### config.mk
export PLATFORM = sky130hd
export DESIGN_NAME = ups_reply_frame_receiver
export DESIGN_NICKNAME = d
export VERILOG_FILES = /design/src/hdl/upsrx_pkg.sv /design/src/hdl/upsrx_frame_acc.sv /design/src/hdl/upsrx_out_buf.sv /design/src/hdl/ups_reply_frame_receiver.sv
export SDC_FILE = /design/constraint.sdc
export NUM_CORES = 1
export LEC_CHECK = 0
export BUFFER_PORTS_ARGS = -buffer_cell sky130_fd_sc_hd__buf_4
export CORE_MARGIN = 2
export CORE_UTILIZATION = 34
export CTS_CLUSTER_SIZE = 40
export DETAILED_ROUTE_END_ITERATION = 16
export GPL_TIMING_DRIVEN = 0
export SLEW_MARGIN = 30
export SYNTH_ARGS = -nofsm -noshare
export SYNTH_HDL_FRONTEND = slang
export SYNTH_HIERARCHICAL = 1
export SYNTH_SLANG_ARGS = --single-unit
export TNS_END_PERCENT = 100
### constraint.sdc
create_clock -name clk -period 17.25 [get_ports clk]
set_clock_uncertainty 0.15 [all_clocks]
set_input_delay 0 -clock clk [delete_from_list [all_inputs] [get_ports clk]]
set_output_delay 0 -clock clk [all_outputs]
set_load 0.01 [all_outputs]
### src/hdl/upsrx_pkg.sv
package upsrx_pkg;

    // Frame layout
    localparam logic [4:0] FRAME_LEN  = 5'd18;
    localparam logic [4:0] LAST_VALUE = 5'd14;
    localparam logic [4:0] FLAG_POS   = 5'd15;
    localparam int         NUM_VALUES = 7;

    // Characters of the reply
    localparam logic [7:0] END_MARK     = 8'h0D;
    localparam logic [7:0] HDR_EQUAL    = 8'h3D;
    localparam logic [7:0] HDR_LESS     = 8'h3C;
    localparam logic [7:0] HDR_GREATER  = 8'h3E;
    localparam logic [7:0] HDR_SEMI     = 8'h3B;
    localparam logic [7:0] HDR_COLON    = 8'h3A;

    // Input operation codes
    typedef enum logic [1:0] {
        OP_BYTE    = 2'd0,
        OP_START   = 2'd1,
        OP_TIMEOUT = 2'd2
    } op_t;

    // Result outcome codes
    typedef enum logic [2:0] {
        OUT_STATUS_OK  = 3'd0,
        OUT_INFO_OK    = 3'd1,
        OUT_BAD_CHECK  = 3'd2,
        OUT_BAD_HEADER = 3'd3,
        OUT_SHORT_READ = 3'd4
    } outcome_t;

    typedef struct packed {
        logic [7:0]                  flag_bits;
        logic [NUM_VALUES-1:0][15:0] values;
        logic [7:0]                  header_byte;
        outcome_t                    outcome;
    } res_t;

    // Frame state seen by the top level
    typedef struct packed {
        logic       frame_active;
        logic [4:0] byte_count;
    } stat_t;

    // Header accepted for the expected reply kind
    function automatic logic header_fits(input logic [7:0] h, input logic kind);
        logic ok;
        if (!kind)
        begin
            ok = (h == HDR_EQUAL) || (h == HDR_LESS) || (h == HDR_GREATER);
        end
        else
        begin
            ok = (h == HDR_SEMI) || (h == HDR_COLON);
        end
        return ok;
    endfunction

endpackage

### src/hdl/upsrx_frame_acc.sv
module upsrx_frame_acc (
    input  logic              clk,
    input  logic              rst_n,
    input  logic              accept,
    input  upsrx_pkg::op_t    operation,
    input  logic [7:0]        rx_byte,
    input  logic              expected_kind,
    output logic              res_valid,
    output upsrx_pkg::res_t   res,
    output upsrx_pkg::stat_t  stat
);

    logic [4:0] byte_count_reg, byte_count_next;
    logic       frame_active_reg, frame_active_next;
    logic [7:0] running_sum_reg, running_sum_next;
    logic       kind_expected_reg, kind_expected_next;
    logic [7:0] first_byte_reg, first_byte_next;
    logic [upsrx_pkg::NUM_VALUES-1:0][15:0] value_store_reg, value_store_next;
    logic [7:0] flag_store_reg, flag_store_next;

    logic [4:0] count_m1;
    logic [2:0] value_idx;

    assign count_m1  = byte_count_reg - 5'd1;
    assign value_idx = count_m1[3:1];

    // Decode the item and work out the next frame state and any result
    always_comb
    begin
        byte_count_next    = byte_count_reg;
        frame_active_next  = frame_active_reg;
        running_sum_next   = running_sum_reg;
        kind_expected_next = kind_expected_reg;
        first_byte_next    = first_byte_reg;
        value_store_next   = value_store_reg;
        flag_store_next    = flag_store_reg;
        res_valid          = 1'b0;
        res                = '0;
        res.outcome        = upsrx_pkg::OUT_SHORT_READ;

        unique case (operation)
            upsrx_pkg::OP_START:
            begin
                frame_active_next  = 1'b1;
                byte_count_next    = '0;
                running_sum_next   = '0;
                kind_expected_next = expected_kind;
            end
            upsrx_pkg::OP_TIMEOUT:
            begin
                if (frame_active_reg)
                begin
                    frame_active_next = 1'b0;
                    res_valid         = 1'b1;
                end
            end
            upsrx_pkg::OP_BYTE:
            begin
                if (frame_active_reg && (byte_count_reg < upsrx_pkg::FRAME_LEN))
                begin
                    if (byte_count_reg < upsrx_pkg::FRAME_LEN - 5'd1)
                    begin
                        running_sum_next = running_sum_reg + rx_byte;
                    end
                    // store the byte where the layout puts it
                    if (byte_count_reg == 5'd0)
                    begin
                        first_byte_next = rx_byte;
                    end
                    else if (byte_count_reg <= upsrx_pkg::LAST_VALUE)
                    begin
                        if (byte_count_reg[0])
                        begin
                            value_store_next[value_idx] = {rx_byte, 8'h00};
                        end
                        else
                        begin
                            value_store_next[value_idx][7:0] = rx_byte;
                        end
                    end
                    else if (byte_count_reg == upsrx_pkg::FLAG_POS)
                    begin
                        flag_store_next = rx_byte;
                    end
                    byte_count_next = byte_count_reg + 5'd1;

                    // last byte: close the frame and judge it
                    if (byte_count_reg == upsrx_pkg::FRAME_LEN - 5'd1)
                    begin
                        frame_active_next = 1'b0;
                        res_valid         = 1'b1;
                        res.header_byte   = first_byte_reg;
                        res.values        = value_store_reg;
                        res.flag_bits     = flag_store_reg;
                        if ((running_sum_reg != 8'h00) || (rx_byte != upsrx_pkg::END_MARK))
                        begin
                            res.outcome = upsrx_pkg::OUT_BAD_CHECK;
                        end
                        else if (!upsrx_pkg::header_fits(first_byte_reg, kind_expected_reg))
                        begin
                            res.outcome = upsrx_pkg::OUT_BAD_HEADER;
                        end
                        else if (kind_expected_reg)
                        begin
                            res.outcome = upsrx_pkg::OUT_INFO_OK;
                        end
                        else
                        begin
                            res.outcome = upsrx_pkg::OUT_STATUS_OK;
                        end
                    end
                end
            end
            default:
            begin
                res_valid = 1'b0;
            end
        endcase
    end

    // Advance the frame control state on each accepted item
    always_ff @(posedge clk or negedge rst_n)
    begin
        if (!rst_n)
        begin
            byte_count_reg    <= '0;
            frame_active_reg  <= 1'b0;
            running_sum_reg   <= '0;
            kind_expected_reg <= 1'b0;
        end
        else if (accept)
        begin
            byte_count_reg    <= byte_count_next;
            frame_active_reg  <= frame_active_next;
            running_sum_reg   <= running_sum_next;
            kind_expected_reg <= kind_expected_next;
        end
    end

    // Hold the frame bytes
    always_ff @(posedge clk)
    begin
        if (accept)
        begin
            first_byte_reg  <= first_byte_next;
            value_store_reg <= value_store_next;
            flag_store_reg  <= flag_store_next;
        end
    end

    assign stat.frame_active = frame_active_reg;
    assign stat.byte_count   = byte_count_reg;

endmodule

### src/hdl/upsrx_out_buf.sv
module upsrx_out_buf (
    input  logic             clk,
    input  logic             rst_n,
    input  logic             push,
    input  upsrx_pkg::res_t  push_res,
    output logic             ready,
    output logic             out_valid,
    input  logic             out_ready,
    output upsrx_pkg::res_t  out_res
);

    logic            main_valid_reg;
    logic            skid_valid_reg;
    upsrx_pkg::res_t main_reg;
    upsrx_pkg::res_t skid_reg;
    logic            pop;
    logic            main_load;

    assign pop       = main_valid_reg && out_ready;
    assign main_load = !main_valid_reg || pop;
    assign ready     = !skid_valid_reg;
    assign out_valid = main_valid_reg;
    assign out_res   = main_reg;

    // Move items through the main and skid registers
    always_ff @(posedge clk or negedge rst_n)
    begin
        if (!rst_n)
        begin
            main_valid_reg <= 1'b0;
            skid_valid_reg <= 1'b0;
        end
        else if (main_load)
        begin
            main_valid_reg <= skid_valid_reg || push;
            skid_valid_reg <= skid_valid_reg && push;
        end
        else if (push)
        begin
            skid_valid_reg <= 1'b1;
        end
    end

    always_ff @(posedge clk)
    begin
        if (main_load)
        begin
            if (skid_valid_reg)
            begin
                main_reg <= skid_reg;
                if (push)
                begin
                    skid_reg <= push_res;
                end
            end
            else if (push)
            begin
                main_reg <= push_res;
            end
        end
        else if (push)
        begin
            skid_reg <= push_res;
        end
    end

endmodule

### src/hdl/ups_reply_frame_receiver.sv
// Channel  Dir  Fields (tdata / tuser, lowest bits first)
// s_*      in   tdata: rx_byte[7:0], expected_kind[8], zero pad; tuser: operation[1:0]
// m_*      out  tdata: header_byte, last_input, input_volt, output_volt, load, freq,
//               charge, temp tenths (16 bits each), flag_bits; tuser: outcome[2:0]
//
// One item per cycle while s_tready is high: each item is handled in the cycle it is
// accepted, and its result is offered on m_* from the following cycle once any results ahead
// of it have gone. Timing is set by the 8-bit checksum add and the header compare ahead of
// the result register. Reset (rst_n low) closes any open frame and empties the two-entry result buffer.
// s_tready drops while a result waits in the skid register, that is while both result
// registers are full; it rises again the cycle after m_tready takes an item.
module ups_reply_frame_receiver (
    input  logic         clk,
    input  logic         rst_n,
    input  logic         s_tvalid,
    output logic         s_tready,
    input  logic [15:0]  s_tdata,   // rx_byte[7:0], expected_kind[8], zero [15:9]
    input  logic [1:0]   s_tuser,   // operation[1:0]
    output logic         m_tvalid,
    input  logic         m_tready,
    output logic [127:0] m_tdata,   // header_byte, seven 16-bit values, flag_bits
    output logic [2:0]   m_tuser    // outcome[2:0]
);

    logic             s_acc;
    logic             res_valid;
    upsrx_pkg::res_t  res;
    upsrx_pkg::res_t  out_res;
    upsrx_pkg::stat_t stat;
    upsrx_pkg::op_t   operation;

    assign s_acc     = s_tvalid && s_tready;
    assign operation = upsrx_pkg::op_t'(s_tuser);

    upsrx_frame_acc u_frame_acc (
        .clk           (clk),
        .rst_n         (rst_n),
        .accept        (s_acc),
        .operation     (operation),
        .rx_byte       (s_tdata[7:0]),
        .expected_kind (s_tdata[8]),
        .res_valid     (res_valid),
        .res           (res),
        .stat          (stat)
    );

    upsrx_out_buf u_out_buf (
        .clk       (clk),
        .rst_n     (rst_n),
        .push      (s_acc && res_valid),
        .push_res  (res),
        .ready     (s_tready),
        .out_valid (m_tvalid),
        .out_ready (m_tready),
        .out_res   (out_res)
    );

    // Pack the result item
    assign m_tuser = out_res.outcome;
    assign m_tdata = {out_res.flag_bits, out_res.values, out_res.header_byte};

    // A timeout on an open frame always yields a result
    a_timeout_result : assert property (@(posedge clk) disable iff (!rst_n)
        (s_acc && (operation == upsrx_pkg::OP_TIMEOUT) && stat.frame_active) |=> m_tvalid)
        else $error("timeout on open frame gave no result");

    // The eighteenth byte closes the frame and yields a result
    a_frame_close : assert property (@(posedge clk) disable iff (!rst_n)
        (s_acc && (operation == upsrx_pkg::OP_BYTE) && stat.frame_active
         && (stat.byte_count == upsrx_pkg::FRAME_LEN - 5'd1))
        |=> (!stat.frame_active && m_tvalid))
        else $error("last byte did not close the frame");

    // The byte count never passes the frame length
    a_count_bound : assert property (@(posedge clk) disable iff (!rst_n)
        stat.frame_active |-> (stat.byte_count < upsrx_pkg::FRAME_LEN))
        else $error("byte count overran an open frame");

    // Input is held back only while a result waits
    a_stall_cause : assert property (@(posedge clk) disable iff (!rst_n)
        !s_tready |-> m_tvalid)
        else $error("input stalled with no result pending");

endmodule
==> results.sh <==
export IMPL_power_density_nw_per_um2=107
export IMPL_firstDrtPassIters=5
export IMPL_power_total_mw=2.17
export IMPL_crit_type="flop to flop"
export IMPL_drcViolationCount=0
export IMPL_drive_above_1_share_pct=29.7
export IMPL_num_antenna_cells=0
export IMPL_ant_nets=0
export IMPL_cts_inserted_buffers=42
export IMPL_pin_count=155
export IMPL_p_leak_nw=7.31
export IMPL_worst_pin_slew_ps=923
export IMPL_die_h_microns=226
export IMPL_status="complete, no violations"
export IMPL_die_width_microns=226
export IMPL_cp_data_required_time_ps=17260
export IMPL_antenna_found_initial=0
export IMPL_crit_buf_inv=3
export IMPL_netlist_area_sq_um=16700
export IMPL_fmax_ghz=0.248
export IMPL_cts_buffer_depth=3
export IMPL_dieArea_sq_um=50900
export IMPL_cts_sinks=407
export IMPL_grt_max_degree=46
export IMPL_utilization_pct=41.7
export IMPL_drv_slew=0
export IMPL_fin_cells=1882
export IMPL_cpMaxStageDelayCell="clkbuf_1"
export IMPL_ir_drop_uv=77.3
export IMPL_rsz0062_at_grt="false"
export IMPL_power_share_switching_pct=23.2
export IMPL_start_util_pct=34.3
export IMPL_worstPathCellList="inv_1 -> clkbuf_1 -> ha_1 -> clkbuf_1 -> o21ai_0 -> nor2_1"
export IMPL_area_growth_synth_to_final_pct=21.7
export IMPL_gp_congestion=0.815
export IMPL_syn_mean_instance_area_sq_um=16.5
export IMPL_worstPathMaxFanout=11
export IMPL_combPwrFrac_pct=9.3
export IMPL_synth_nets=1051
export IMPL_ys_warn_count=6
export IMPL_setup_violations=0
export IMPL_wl_per_cell_microns=18.8
export IMPL_port_buffers=147
export IMPL_clock_root_buffer="clkbuf_16"
export IMPL_final_nets=1269
export IMPL_htree_levels=2
export IMPL_core_rowCount=81
export IMPL_syn_instance_count=1013
export IMPL_max_cap_violations=0
export IMPL_hp_class="input pin to flop"
export IMPL_grt_pass1_vias=8932
export IMPL_clkSlewWorstSetupHoldPaths_ps=60
export IMPL_drt_total_wl_microns=35400
export IMPL_drt_iter0_markers=652
export IMPL_grt_util_all_layers_pct=14.0
export IMPL_power_switching_mw=0.504
export IMPL_crit_family="buffers and inverters"
export IMPL_grt_ovfl_total=0
export IMPL_critPathLaunchType="flop"
export IMPL_end_kind="flop"
export IMPL_viasPerCell=4.68
export IMPL_finalSetupTns_ps=0
export IMPL_internal_power_mw=1.67
export IMPL_hold_viol=0
export IMPL_slew_headroom_pct=38.5
export IMPL_cp_arrival_ps=4040
export IMPL_dpl_cell_count=1791
export IMPL_clockPowerShare_pct=39.3
export IMPL_post_route_period_util_pct=23.3
export IMPL_critPathMaxStageDelay_ps=740
export IMPL_core_area_sq_um=48600
export IMPL_crit_top_cell="clkbuf_1"
export IMPL_grt_pass1_wl_microns=53600
export IMPL_pwr_share_seq_pct=51.4
export IMPL_cts_tree="yes"
export IMPL_vias=8806
export IMPL_period_needed_ps=4020
export IMPL_dpl_hpwl_microns=23900
export IMPL_worst_skew_pair_late_latency_ps=550
## power groups by stage
stage | Clock, mW | Combinational [mW] | Sequential [mW]
floorplan | 0 | 0.111 | 1.14
global placement | 0 | 0.184 | 1.14
detailed placement | 0 | 0.196 | 1.14
CTS | 0.879 | 0.202 | 1.12
global route | 0.917 | 0.222 | 1.12
finish | 0.854 | 0.202 | 1.12
## area by class of cell
cell class / count / area [sq um]
clock inverters: 20 / 180
repair buffers: 174 / 1510
clock buffers: 53 / 1090
flip-flops and latches: 407 / 12100
plain buffers: 56 / 275
fillers: 4413 / 28300
multi-input cells: 535 / 4280
well taps: 622 / 778
inverters: 15 / 56.3
## layer usage
| layer | vias up | wire [microns] | track usage, % |
|---|---|---|---|
| li1 | 4191 | - | - |
| met1 | 4390 | 15500 | 18.6 |
| met2 | 176 | 17600 | 23.5 |
| met3 | 49 | 1710 | 2.45 |
| met4 | 0 | 660 | 4.08 |
| met5 | - | 0 | 0 |
## worst paths after layout
check / startpoint / end / slack [ps] / cells after the start
worst min-delay path: s_tdata[4] / u_frame_acc/first_byte_reg[4]$_DFFE_PP_ / 170 / 2
worst max register to register: u_frame_acc/byte_count_reg[0]$_DFFE_PN0P_ / u_frame_acc/value_store_reg[100]$_DFFE_PP_ / 13230 / 6
min in group asynchronous: rst_n / u_frame_acc/byte_count_reg[0]$_DFFE_PN0P_ / 410 / 4
max in group asynchronous: rst_n / u_frame_acc/byte_count_reg[2]$_DFFE_PN0P_ / 16220 / 4
worst max-delay path: u_frame_acc/byte_count_reg[0]$_DFFE_PN0P_ / u_frame_acc/value_store_reg[100]$_DFFE_PP_ / 13230 / 6
worst min register to register: u_frame_acc/running_sum_reg[2]$_DFFE_PN0P_ / u_frame_acc/running_sum_reg[2]$_DFFE_PN0P_ / 370 / 2
## repair_timing
item | CTS | global route
endpoints found under the hold margin | 94 | 17
resized for setup | 0 | 0
hold buffers | 17 | 1
setup buffers | 0 | 0
## cells in the final DEF (no fill, tap or decap), types with 5 or more instances in the layout
cell type	instances
a211oi_1	5
a21oi_1	5
and2_1	177
and3_1	66
buf_16	7
buf_2	10
buf_4	147
buf_6	7
clkbuf_1	50
clkbuf_16	42
clkinv_1	11
dfrtp_1	17
dlygate4sd3_1	17
edfxtp_1	390
ha_1	15
inv_1	15
mux2_2	85
mux2_4	47
nand2_1	21
nor2_1	25
nor2b_1	6
nor3_2	8
o21ai_0	19
## stage by stage
stage          instance area, sq um  hold WS, ps  setup WS (ps)
2_1_floorplan                 16700         -446           9430
3_3_place_gp                  18600         -269           5950
3_5_place_dp                  18800         -267          13100
4_1_cts                       20300          150          13060
5_1_grt                       20300          161          12950
6_report                      20300          174          13230
No activity file was read; power rests on OpenSTA's default activity.
